$ cat src/rtl/spo2r_pkg.sv
// Shared types, widths and constants for the SpO2 ratio-of-ratios block.
package spo2r_pkg;

	localparam int SAMPLE_W   = 16;
	localparam int WINDOW_MAX = 1024;
	localparam int CNT_W      = $clog2(WINDOW_MAX + 2);
	localparam int SUM_W      = SAMPLE_W + $clog2(WINDOW_MAX);
	localparam int PP_W       = SAMPLE_W;
	localparam int NUM_W      = PP_W + SUM_W;
	localparam int CAL_W      = 8;
	localparam int FRAC_W     = 8;
	localparam int PROD_W     = CAL_W + NUM_W;
	localparam int DVD_W      = PROD_W + FRAC_W;
	localparam int Q_W        = CAL_W + FRAC_W;
	localparam int STEP_W     = $clog2(DVD_W + 1);
	localparam int SAT_W      = 15;
	localparam int CFG_IDX_W  = 8;

	localparam logic [SAT_W-1:0]     FULL_SCALE    = SAT_W'(25600);
	localparam logic [CAL_W-1:0]     INTERCEPT_RST = CAL_W'(110);
	localparam logic [CAL_W-1:0]     SLOPE_RST     = CAL_W'(25);
	localparam logic [CFG_IDX_W-1:0] REG_INTERCEPT = CFG_IDX_W'(0);
	localparam logic [CFG_IDX_W-1:0] REG_SLOPE     = CFG_IDX_W'(1);

	typedef enum logic [1:0] {
		ST_OK       = 2'd0,
		ST_ZERO_DEN = 2'd1,
		ST_TOO_LONG = 2'd2
	} status_t;

	typedef enum logic [2:0] {
		S_IDLE,
		S_MUL1,
		S_MUL2,
		S_DIV,
		S_FIN
	} state_t;

	// lane control: take a sample / return to reset values
	typedef struct packed {
		logic acc;
		logic clr;
	} lane_ctl_t;

	typedef struct packed {
		logic [SUM_W-1:0] sum;
		logic [PP_W-1:0]  pp;
	} lane_res_t;

endpackage

$ cat src/rtl/spo2r_lane.sv
// One channel lane: running sum, minimum and maximum over the window.
module spo2r_lane (
	input  logic                           clk,
	input  logic                           arst_n,
	input  spo2r_pkg::lane_ctl_t           ctl,
	input  logic [spo2r_pkg::SAMPLE_W-1:0] sample,
	output spo2r_pkg::lane_res_t           res
);

	logic [spo2r_pkg::SUM_W-1:0]    sum_q;
	logic [spo2r_pkg::SAMPLE_W-1:0] max_q;
	logic [spo2r_pkg::SAMPLE_W-1:0] min_q;

	always_ff @(posedge clk or negedge arst_n) begin
		if (!arst_n) begin
			sum_q <= '0;
			max_q <= '0;
			min_q <= '1;
		end else if (ctl.clr) begin
			sum_q <= '0;
			max_q <= '0;
			min_q <= '1;
		end else if (ctl.acc) begin
			sum_q <= sum_q + spo2r_pkg::SUM_W'(sample);
			if (sample > max_q) max_q <= sample;
			if (sample < min_q) min_q <= sample;
		end
	end

	assign res.sum = sum_q;
	assign res.pp  = max_q - min_q;

endmodule

$ cat src/rtl/spo2r_div.sv
// Restoring divider, one quotient bit per cycle, overflow-flagged quotient.
module spo2r_div (
	input  logic                          clk,
	input  logic                          arst_n,
	input  logic                          start,
	input  logic [spo2r_pkg::DVD_W-1:0]   dividend,
	input  logic [spo2r_pkg::NUM_W-1:0]   divisor,
	output logic                          busy,
	output logic [spo2r_pkg::Q_W-1:0]     quotient,
	output logic                          q_ovf,
	output logic                          inexact
);

	logic [spo2r_pkg::DVD_W-1:0]  dvd_q;
	logic [spo2r_pkg::NUM_W-1:0]  dsr_q;
	logic [spo2r_pkg::NUM_W-1:0]  rem_q;
	logic [spo2r_pkg::Q_W-1:0]    q_q;
	logic                         ovf_q;
	logic                         run_q;
	logic [spo2r_pkg::STEP_W-1:0] cnt_q;

	logic [spo2r_pkg::NUM_W:0]    trial;
	logic [spo2r_pkg::NUM_W:0]    diff;
	logic                         ge;

	assign trial = {rem_q, dvd_q[spo2r_pkg::DVD_W-1]};
	assign ge    = trial >= {1'b0, dsr_q};
	assign diff  = trial - {1'b0, dsr_q};

	always_ff @(posedge clk or negedge arst_n) begin
		if (!arst_n) begin
			run_q <= 1'b0;
			cnt_q <= '0;
		end else if (start) begin
			run_q <= 1'b1;
			cnt_q <= spo2r_pkg::STEP_W'(spo2r_pkg::DVD_W);
		end else if (run_q) begin
			cnt_q <= cnt_q - 1'b1;
			if (cnt_q == spo2r_pkg::STEP_W'(1)) run_q <= 1'b0;
		end
	end

	always_ff @(posedge clk) begin
		if (start) begin
			dvd_q <= dividend;
			dsr_q <= divisor;
			rem_q <= '0;
			q_q   <= '0;
			ovf_q <= 1'b0;
		end else if (run_q) begin
			dvd_q <= {dvd_q[spo2r_pkg::DVD_W-2:0], 1'b0};
			rem_q <= ge ? diff[spo2r_pkg::NUM_W-1:0] : trial[spo2r_pkg::NUM_W-1:0];
			// only quotients below 2^Q_W matter, anything above sets the overflow flag
			ovf_q <= ovf_q | q_q[spo2r_pkg::Q_W-1];
			q_q   <= {q_q[spo2r_pkg::Q_W-2:0], ge};
		end
	end

	assign busy     = run_q;
	assign quotient = q_q;
	assign q_ovf    = ovf_q;
	assign inexact  = rem_q != '0;

endmodule

$ cat src/rtl/spo2_ratio_of_ratios_top.sv
// Top level of the SpO2 ratio-of-ratios estimator.
// A last item's result goes through S_MUL1, S_MUL2, the divider and S_FIN into the output register
//   (58-step bit-serial divide, one quotient bit a cycle); error results skip the divider.
// Throughput: one sample pair per cycle inside a window; after a last item the input
//   stalls until the result is loaded, which waits while the output register is full and stalled.
// Reset (arst_n low, asynchronous): window cleared, intercept 110, slope 25, no result.
module spo2_ratio_of_ratios_top (
	input  logic                              clk,
	input  logic                              arst_n,
	// sample channel
	input  logic                              in_valid,
	output logic                              in_stall,
	input  logic [spo2r_pkg::SAMPLE_W-1:0]    ir_sample,
	input  logic [spo2r_pkg::SAMPLE_W-1:0]    red_sample,
	input  logic                              last_sample,
	// result channel
	output logic                              out_valid,
	input  logic                              out_stall,
	output logic [spo2r_pkg::SAT_W-1:0]       saturation_value,
	output logic [1:0]                        status,
	// configuration writes
	input  logic                              cfg_valid,
	output logic                              cfg_ready,
	input  logic [spo2r_pkg::CFG_IDX_W-1:0]   cfg_index,
	input  logic [spo2r_pkg::CAL_W-1:0]       cfg_data
);

	spo2r_pkg::state_t  state_q, state_d;

	logic [spo2r_pkg::CAL_W-1:0]  intercept_q;
	logic [spo2r_pkg::CAL_W-1:0]  slope_q;
	logic [spo2r_pkg::CNT_W-1:0]  count_q;

	logic                         in_acc;
	logic                         out_acc;
	logic                         win_open;
	spo2r_pkg::lane_ctl_t         lane_ctl;
	spo2r_pkg::lane_res_t         ir_res;
	spo2r_pkg::lane_res_t         red_res;

	// merge stage registers
	logic [spo2r_pkg::NUM_W-1:0]  num_s1;
	logic [spo2r_pkg::NUM_W-1:0]  den_s1;
	logic                         too_long_s1;
	spo2r_pkg::status_t           err_q;

	logic                         div_start;
	logic [spo2r_pkg::DVD_W-1:0]  div_dividend;
	logic                         div_busy;
	logic [spo2r_pkg::Q_W-1:0]    div_q;
	logic                         div_ovf;
	logic                         div_inexact;

	logic                         load_out;
	logic [spo2r_pkg::Q_W:0]      q_ceil;
	logic [spo2r_pkg::Q_W-1:0]    base;
	logic [spo2r_pkg::Q_W-1:0]    diff_v;
	logic [spo2r_pkg::SAT_W-1:0]  sat_calc;

	logic                         out_valid_q;
	logic [spo2r_pkg::SAT_W-1:0]  sat_q;
	spo2r_pkg::status_t           status_q;

	// ------------------------------------------------------------------
	// Configuration: always ready, writes beyond the list are dropped
	// ------------------------------------------------------------------
	assign cfg_ready = 1'b1;

	always_ff @(posedge clk or negedge arst_n) begin
		if (!arst_n) begin
			intercept_q <= spo2r_pkg::INTERCEPT_RST;
			slope_q     <= spo2r_pkg::SLOPE_RST;
		end else if (cfg_valid && cfg_ready) begin
			unique case (cfg_index)
				spo2r_pkg::REG_INTERCEPT: intercept_q <= cfg_data;
				spo2r_pkg::REG_SLOPE:     slope_q     <= cfg_data;
				default: ;
			endcase
		end
	end

	// ------------------------------------------------------------------
	// Sample acceptance and the two channel lanes
	// ------------------------------------------------------------------
	assign in_stall = state_q != spo2r_pkg::S_IDLE;
	assign in_acc   = in_valid && !in_stall;

	// samples past the window limit are counted but not accumulated
	assign win_open     = count_q < spo2r_pkg::CNT_W'(spo2r_pkg::WINDOW_MAX);
	assign lane_ctl.acc = in_acc && win_open;
	assign lane_ctl.clr = state_q == spo2r_pkg::S_MUL1;

	always_ff @(posedge clk or negedge arst_n) begin
		if (!arst_n) begin
			count_q <= '0;
		end else if (lane_ctl.clr) begin
			count_q <= '0;
		end else if (in_acc && count_q <= spo2r_pkg::CNT_W'(spo2r_pkg::WINDOW_MAX)) begin
			count_q <= count_q + 1'b1;
		end
	end

	spo2r_lane u_ir_lane (
		.clk    (clk),
		.arst_n (arst_n),
		.ctl    (lane_ctl),
		.sample (ir_sample),
		.res    (ir_res)
	);

	spo2r_lane u_red_lane (
		.clk    (clk),
		.arst_n (arst_n),
		.ctl    (lane_ctl),
		.sample (red_sample),
		.res    (red_res)
	);

	// ------------------------------------------------------------------
	// Merge: N = red_pp * ir_sum, D = red_sum * ir_pp, captured while the
	// lanes clear. Then slope*256*N / D, rounded up, goes to the divider.
	// ------------------------------------------------------------------
	always_ff @(posedge clk) begin
		if (state_q == spo2r_pkg::S_MUL1) begin
			num_s1      <= red_res.pp * ir_res.sum;
			den_s1      <= red_res.sum * ir_res.pp;
			too_long_s1 <= count_q > spo2r_pkg::CNT_W'(spo2r_pkg::WINDOW_MAX);
		end
	end

	always_ff @(posedge clk) begin
		if (state_q == spo2r_pkg::S_MUL2) begin
			if (too_long_s1)
				err_q <= spo2r_pkg::ST_TOO_LONG;
			else if (den_s1 == '0)
				err_q <= spo2r_pkg::ST_ZERO_DEN;
			else
				err_q <= spo2r_pkg::ST_OK;
		end
	end

	// the divider's dividend register is the register after the slope multiply
	assign div_start    = state_q == spo2r_pkg::S_MUL2 && !too_long_s1 && den_s1 != '0;
	assign div_dividend = {spo2r_pkg::PROD_W'(slope_q) * spo2r_pkg::PROD_W'(num_s1),
		spo2r_pkg::FRAC_W'(0)};

	spo2r_div u_div (
		.clk      (clk),
		.arst_n   (arst_n),
		.start    (div_start),
		.dividend (div_dividend),
		.divisor  (den_s1),
		.busy     (div_busy),
		.quotient (div_q),
		.q_ovf    (div_ovf),
		.inexact  (div_inexact)
	);

	// intercept*256 - ceil(quotient), clamped to 0..100 percent
	assign base   = {intercept_q, spo2r_pkg::FRAC_W'(0)};
	assign q_ceil = {1'b0, div_q} + (spo2r_pkg::Q_W + 1)'(div_inexact);
	assign diff_v = base - q_ceil[spo2r_pkg::Q_W-1:0];

	always_comb begin
		if (err_q != spo2r_pkg::ST_OK || div_ovf || q_ceil >= {1'b0, base})
			sat_calc = '0;
		else if (diff_v > spo2r_pkg::Q_W'(spo2r_pkg::FULL_SCALE))
			sat_calc = spo2r_pkg::FULL_SCALE;
		else
			sat_calc = diff_v[spo2r_pkg::SAT_W-1:0];
	end

	// ------------------------------------------------------------------
	// Sequencer
	// ------------------------------------------------------------------
	always_ff @(posedge clk or negedge arst_n) begin
		if (!arst_n) state_q <= spo2r_pkg::S_IDLE;
		else         state_q <= state_d;
	end

	always_comb begin
		state_d  = state_q;
		load_out = 1'b0;
		unique case (state_q)
			spo2r_pkg::S_IDLE: begin
				if (in_acc && last_sample) state_d = spo2r_pkg::S_MUL1;
			end
			spo2r_pkg::S_MUL1: begin
				state_d = spo2r_pkg::S_MUL2;
			end
			spo2r_pkg::S_MUL2: begin
				state_d = div_start ? spo2r_pkg::S_DIV : spo2r_pkg::S_FIN;
			end
			spo2r_pkg::S_DIV: begin
				if (!div_busy) state_d = spo2r_pkg::S_FIN;
			end
			spo2r_pkg::S_FIN: begin
				// wait until the output register is free or being emptied
				if (!out_valid_q || !out_stall) begin
					load_out = 1'b1;
					state_d  = spo2r_pkg::S_IDLE;
				end
			end
			default: state_d = spo2r_pkg::S_IDLE;
		endcase
	end

	// ------------------------------------------------------------------
	// Output register
	// ------------------------------------------------------------------
	assign out_acc = out_valid_q && !out_stall;

	always_ff @(posedge clk or negedge arst_n) begin
		if (!arst_n)       out_valid_q <= 1'b0;
		else if (load_out) out_valid_q <= 1'b1;
		else if (out_acc)  out_valid_q <= 1'b0;
	end

	always_ff @(posedge clk) begin
		if (load_out) begin
			sat_q    <= sat_calc;
			status_q <= err_q;
		end
	end

	assign out_valid        = out_valid_q;
	assign saturation_value = sat_q;
	assign status           = status_q;

	// ------------------------------------------------------------------
	// Checks
	// ------------------------------------------------------------------
	a_err_zero: assert property (@(posedge clk) disable iff (!arst_n)
		out_valid_q && status_q != spo2r_pkg::ST_OK |-> sat_q == '0)
		else $error("error result with nonzero saturation");

	a_full_scale: assert property (@(posedge clk) disable iff (!arst_n)
		out_valid_q |-> sat_q <= spo2r_pkg::FULL_SCALE)
		else $error("saturation above full scale");

	a_count_cap: assert property (@(posedge clk) disable iff (!arst_n)
		count_q <= spo2r_pkg::CNT_W'(spo2r_pkg::WINDOW_MAX + 1))
		else $error("pair count past its cap");

	a_last_stalls: assert property (@(posedge clk) disable iff (!arst_n)
		in_acc && last_sample |=> in_stall && state_q == spo2r_pkg::S_MUL1)
		else $error("window end did not start the ratio");

	a_lanes_clear: assert property (@(posedge clk) disable iff (!arst_n)
		state_q == spo2r_pkg::S_MUL1 |=> count_q == '0 && ir_res.sum == '0
			&& red_res.sum == '0)
		else $error("window not cleared after ratio capture");

endmodule

$ cat config.mk
export PLATFORM = sky130hd
export DESIGN_NAME = spo2_ratio_of_ratios_top
export DESIGN_NICKNAME = d
export VERILOG_FILES = /design/src/rtl/spo2r_pkg.sv /design/src/rtl/spo2r_lane.sv /design/src/rtl/spo2r_div.sv /design/src/rtl/spo2_ratio_of_ratios_top.sv
export SDC_FILE = /design/constraint.sdc
export NUM_CORES = 2
export LEC_CHECK = 0
export BUFFER_PORTS_ARGS = -buffer_cell sky130_fd_sc_hd__buf_2
export CELL_PAD_IN_SITES_DETAIL_PLACEMENT = 1
export CELL_PAD_IN_SITES_GLOBAL_PLACEMENT = 2
export CORE_ASPECT_RATIO = 2
export CORE_UTILIZATION = 38
export CTS_CLUSTER_DIAMETER = 40
export DETAILED_ROUTE_END_ITERATION = 6
export GPL_ROUTABILITY_DRIVEN = 0
export PLACE_DENSITY_LB_ADDON = 0.25
export RECOVER_POWER = 100
export SYNTH_ARGS = -nofsm -noshare
export SYNTH_HDL_FRONTEND = slang
export SYNTH_SLANG_ARGS = --single-unit
$ cat constraint.sdc
create_clock -name clk -period 7.7 [get_ports clk]
set_input_delay 0.385 -clock clk [delete_from_list [all_inputs] [get_ports clk]]
set_output_delay 0.385 -clock clk [all_outputs]
set_load 0.01 [all_outputs]
# ---- Word level (Yosys, flattened, before mapping)
# Cells that the tools add are included.
dict set report classes {
  eq_ne 9
  magnitude_cmp 10
  n_bitwise 1
  n_reduce_logical 37
  addsub 9
  mux 37
  n_mul 3
}
# op n
set op_table {}
lappend op_table {{2-to-1 mux 16 bit} 12}
lappend op_table {{2-to-1 mux 58 bit} 2}
lappend op_table {{2-to-1 mux 26 bit} 4}
lappend op_table {{nonzero test 42 bit} 2}
lappend op_table {{adder 26 x 16 -> 26 bit} 2}
lappend op_table {{multiplier 8 x 42 -> 50 bit} 1}
lappend op_table {{subtractor 16 bit} 3}
lappend op_table {{greater-or-equal comparator 43 x 42 -> 1 bit} 1}
lappend op_table {{zero test 42 bit} 1}
lappend op_table {{multiplier 16 x 26 -> 42 bit} 1}
lappend op_table {{multiplier 26 x 16 -> 42 bit} 1}
lappend op_table {{2-to-1 mux 42 bit} 1}
lappend op_table {{subtractor 42 bit} 1}
lappend op_table {{> comparator 16 bit} 2}
lappend op_table {{less-than comparator 16 bit} 2}
lappend op_table {{2-to-1 mux 11 bit} 2}
lappend op_table {{nonzero test 2 bit} 9}
lappend op_table {{adder 16 x 1 -> 17 bit} 1}
lappend op_table {{greater-or-equal comparator 17 x 16 -> 1 bit} 1}
lappend op_table {{> comparator 16 x 15 -> 1 bit (second input constant)} 1}
lappend op_table {{2-to-1 mux 15 bit} 1}
lappend op_table {{case mux 3 bit (5 select lines)} 1}
lappend op_table {{2-to-1 mux 3 bit} 4}
lappend op_table {{2-to-1 mux 6 bit} 2}
lappend op_table {{22 further kinds} 48}
dict set report totals {
  regBits 409
  wordCells 131
  output_inout_bits 20
  inputBits 54
}

# ---- Longest topological paths before layout
dict set report depth {
  word_depth 6
  ltp_mapped 38
  depth_no_buf 37
}

# ---- Modules after synthesis
# A second synthesis with hierarchy kept.
dict set report hier_totals {
  cells_unflattened 6771
  hier_area_um2 61715.4
}
# module seq_area_each_um2 n_inst cells_per_inst area_each_um2
set modules_own_cells {}
lappend modules_own_cells {spo2_ratio_of_ratios_top 3908.7 1 4800 42883.6}
lappend modules_own_cells {spo2r_lane 1471.4 2 555 4918.5}
lappend modules_own_cells {spo2r_div 4359.2 1 861 8994.9}

# ---- Worst setup path before layout
# No wires, ideal clock.
dict set report synth_path {
  kind {reg-to-reg}
  startpoint {register u_red_lane.min_q[0] in the netlist's numbering}
  endpoint {register num_s1[38] in the netlist's numbering (data pin)}
  required_time_ps 7441
  path_slack_ps -807
  arrival_time_ps 8248
  path_stages_with_launch 35
  period_less_slack_ps 8507
  setup_time_ps 259
  n_path_buf 1
  cell_sequence {dfstp_2 > ha_1 > inv_1 > fa_1 > a21o_1 > a21oi_1 > o21ai_1 > a21oi_2 > o21ai_1 > a211oi_1 > o21ai_1 > a31o_2 > a21oi_1 > xnor2_1 > clkbuf_1 > and2_1 > fa_1 > fa_1 > fa_1 > fa_1 > fa_1 > inv_1 > fa_1 > inv_1 > ha_1 > a21o_1 > a21o_1 > a21o_1 > a221o_1 > nor3_1 > a2111oi_2 > nor4_1 > o21bai_2 > mux2i_1 > a211o_1}
}
dict set report synth_via {
  elab_chain_cells 2
}
# item line
set synth_rtl {}
lappend synth_rtl {{from (decl)} spo2r_lane.sv:12} ;# logic [spo2r_pkg::SAMPLE_W-1:0] min_q;
lappend synth_rtl {{from (signal assigned)} spo2r_lane.sv:26} ;# if (sample < min_q) min_q <= sample;
lappend synth_rtl {{subtractor 16 bit} spo2r_lane.sv:31} ;# assign res.pp = max_q - min_q;
lappend synth_rtl {{multiplier 16 x 26 -> 42 bit} spo2_ratio_of_ratios_top.sv:125} ;# num_s1 <= red_res.pp * ir_res.sum;
lappend synth_rtl {{to (signal assigned)} spo2_ratio_of_ratios_top.sv:125}
lappend synth_rtl {{to (decl)} spo2_ratio_of_ratios_top.sv:42} ;# logic [spo2r_pkg::NUM_W-1:0] num_s1;
# No other way between the ends.
# A chain may end at the register's enable or synchronous reset.

# ---- Final worst setup path
dict set report layout_path {
  startpoint {register u_red_lane.min_q[1] in the netlist's numbering}
  endpoint {register num_s1[40] in the netlist's numbering (data pin)}
}
# The elaborated chain is that of the path after synthesis.

==> run summary <==
In this run the most critical hold path is launched from in_valid. The share of cells above drive strength 1 works out to 0.150. The net count of the finished layout is 8694. In this run the clock root is driven by a clkbuf_16. Once detail routing completed, the nets flagged for antenna violations numbered 0.

The run gives 0.383 as the starting density of the core. For the worst-skew pair, the clock arrives at the later sink with an insertion delay of 0.70 ns. The H-tree generated during clock tree synthesis spans 3 levels.

The path class of the tightest hold or removal check is in2reg. The routed design has 202 mm of wire. TritonCTS created 69 clock buffers. Overall via count from detail_route: 49278. Data on the critical path is required at its endpoint by 8.14 ns.

The count of buffers from port buffering came out at 72. TritonCTS built the clock tree. The run gives 18543 as the number of filler instances in the final layout.

The layout overhead on the synthesized area was 17.0%. In the routed layout, each cell is associated on average with a via count of 5.25. The tools report the DRC violation count after routing as 0. On the final layout, the worst clock skew is 0.0671 ns. The cell family contributing the most delay on the critical path is adder cells. For the least setup slack across all paths after layout, the log shows -0.906 ns.

The clock-pin slew on the worst setup and hold paths was 0.05 ns; the number of core rows was 207. The checks that failed: max-capacitance violations, max-slew violations, negative setup slack. For the length of the first detailed-routing pass in iterations, the log shows 6.

The clock period minus worst slack is 8.61 ns. In the final routed layout, each cell accounts on average for 21.5 um. The largest area contributor in the netlist was fa_1. The tool flagged a number of max-cap violations equal to 16. The critical path contains buffers and inverters numbering 8 combined. The core area was 159000 um2. The worst-path cell with the longest stage delay was fa_1. The path with the worst hold slack has its endpoint at state_q[0]. Global-route usage over all layers: 0.252. Length in cells of the worst reg-to-reg path: 36. The final number of hold-violating endpoints came out at 0. Entering global routing, the biggest net connects 89 pins.

In this run the worst path has a maximum fanout of 8. The flip-flop and latch count after synthesis works out to 409. Setup repair after global routing could not meet its margin everywhere. Dominant synthesized flop cell: edfxtp_1. The synthesized design contains 196 enable-type register cells. The multi-input combinational cells in the finished layout cover a total of 45600 um2. The ratio of final minimum period to clock period came out at 1.12. Post-synth net total: 8302.

The maximum clock path buffer count is 3. The die covers 162000 um2. The final setup violation count is 46. The cell count after synthesis came out at 6848. The cell repeated most along the worst path was fa_1. The via count of the first global-routing pass came out at 57421. The type of element launching the critical path is a flip-flop. In the post-synthesis netlist, the biggest area contributors are fa_1, ha_1, edfxtp_1. In this run, distinct cell masters in the synthesized netlist total 102.

The worst register-to-register path has a setup slack of -0.91 ns. The floorplan step set the die height to 569 um. The per-instance average area after synthesis is 8.90 um2, and the count of pins over their slew limit is 719.

Detailed placement finished with a half-perimeter wire length of 165 mm. 74 I/O pins were placed. The startpoint of the worst register-to-register path is u_red_lane.min_q[1]. The worst relative slew slack was -1.68.

The flow ran to the end, but the final reports show violations. The area share of the largest cell type after synthesis was 0.300; the initial antenna violation count was 6. The critical setup path kind is reg2reg.

Critical register-to-register path endpoint: num_s1[40]. The share of flip-flops with an asynchronous set or reset after synthesis came out at 0.377. On the worst path, the slowest cell contributes a delay of 0.55 ns.

The sequential cell area in the final layout is 11000 um2, and the global-route congestion overflow total is 0. The die is 285 um wide. Derived from the worst setup path, the maximum achievable clock frequency is 116 MHz.

The commonest non-fill, non-tap cell in the layout was inv_1. The post-synthesis instance area is 61000 um2, and the clock net sink count is 409. The data arrival time of the worst path came out at 9.04 ns. Setup slack at placement: -1.29 ns. The worst setup path is captured at a flip-flop.

The sequential share of the synthesized area is 0.180, and the total of warnings raised by yosys is 0. The worst hold path cell count was 3; the initial DRC count was 1567. In the layout the commonest cells are inv_1, nand2_1, fa_1. For the pin with the worst max-slew slack, the measured transition is 4.02 ns. First-pass GRT wire length: 317 mm.
[state kept, by name, indices dropped and copies added, names as in the netlist, 8 cells and up]
register and flops:
count_q 11, den_s1 42, u_div.dvd_q 50, u_div.dsr_q 42, u_red_lane.min_q 16, u_ir_lane.max_q 16, saturation_value 15, u_div.quotient 16
intercept_q 8, u_red_lane.max_q 16, u_div.rem_q 42, slope_q 8, u_red_lane.sum_q 26, num_s1 42, u_ir_lane.sum_q 26, u_ir_lane.min_q 16
[metrics by stage]
step           instance area, um2  hold slack (ns)  setup TNS, ns  utilization  cells
2_1_floorplan               61300           0.0894          -2.43            -   6848
3_3_place_gp                67100            0.429         -30.54        0.422   9183
3_5_place_dp                67100            0.430         -36.72        0.422   9183
4_1_cts                     70700          0.00152         -21.51        0.445   9359
5_1_grt                     71300           0.0398         -54.69        0.449   9388
6_report                    71300           0.0363         -21.67        0.449   9389
[layer usage]
layer  global-route usage  wire length (um)  vias to the layer above
met5                    0                45                        -
met1                0.239             67700                    25565
met3               0.0187              3430                      497
met4                0.132             11500                        6
met2                0.521            119000                      677
li1                     -                 -                    22533
[repair_timing]
item                                   CTS  global route
endpoints found under the hold margin   61             0
pin swaps                               95            54
resized for setup                      187           137
setup buffers                           39            36
setup endpoints to repair               50            50
hold buffers                            11             0
[final cells by class]
cell class	count	area share
clock inverter	48	0.00823
timing repair buffer	650	0.0713
clock buffer	80	0.0252
multi-input combinational	4872	0.639
inverter	1238	0.0652
sequential	409	0.154
tap	2090	0.0367
antenna	2	0.0000702
[synthesized netlist by cell type, drive strengths merged (15+ instances only)]
master and number:
a211oi 55, a21o 114, a21oi 241, a31oi 33
and2 355, and3 34, and3b 18, buf 37
clkbuf 292, dfrtp 114, dfstp 40, dfxtp 59
edfxtp 196, fa 913, ha 487, inv 1238
mux2i 65, nand2 1040, nand2b 67, nand3 170
nand4 50, nor2 246, nor2b 52, nor3 39
nor4 27, nor4b 39, o2111ai 15, o211ai 62
o21a 33, o21ai 239, o21bai 22, or3 18
xnor2 147, xor2 97
[worst min-delay path: stages]
cell,delay [ns]
buf_2,0.09
a32oi_1,0.09
nor2_1,0.07
[logic make-up after synthesis]
group,count (synthesis),share of synthesized area
AND/OR/NAND/NOR,2214,0.175
buffers and inverters,1567,0.0975
adder cells (fa/ha/maj),1400,0.400
AO/OA/AOI/OAI,935,0.100
flip-flops,409,0.180
XOR/XNOR,244,0.0350
multiplexers,78,0.0131
other,1,0.0000615
[worst max path at each step]
stage	end	cells past startpoint	startpoint	slack (ns)
after floorplan	num_s1[38]	36	u_red_lane.min_q[1]	-0.56
after global placement	num_s1[38]	34	u_red_lane.min_q[1]	-1.15
after detailed placement	num_s1[38]	31	u_red_lane.min_q[1]	-1.29
after CTS	num_s1[38]	35	u_red_lane.min_q[0]	-0.92
after global routing	den_s1[37]	34	u_ir_lane.min_q[0]	-1.20
final	num_s1[40]	36	u_red_lane.min_q[1]	-0.91
Power is not shown: default switching activity piles up to over one toggle a cycle in this logic, so the estimate is an artifact.
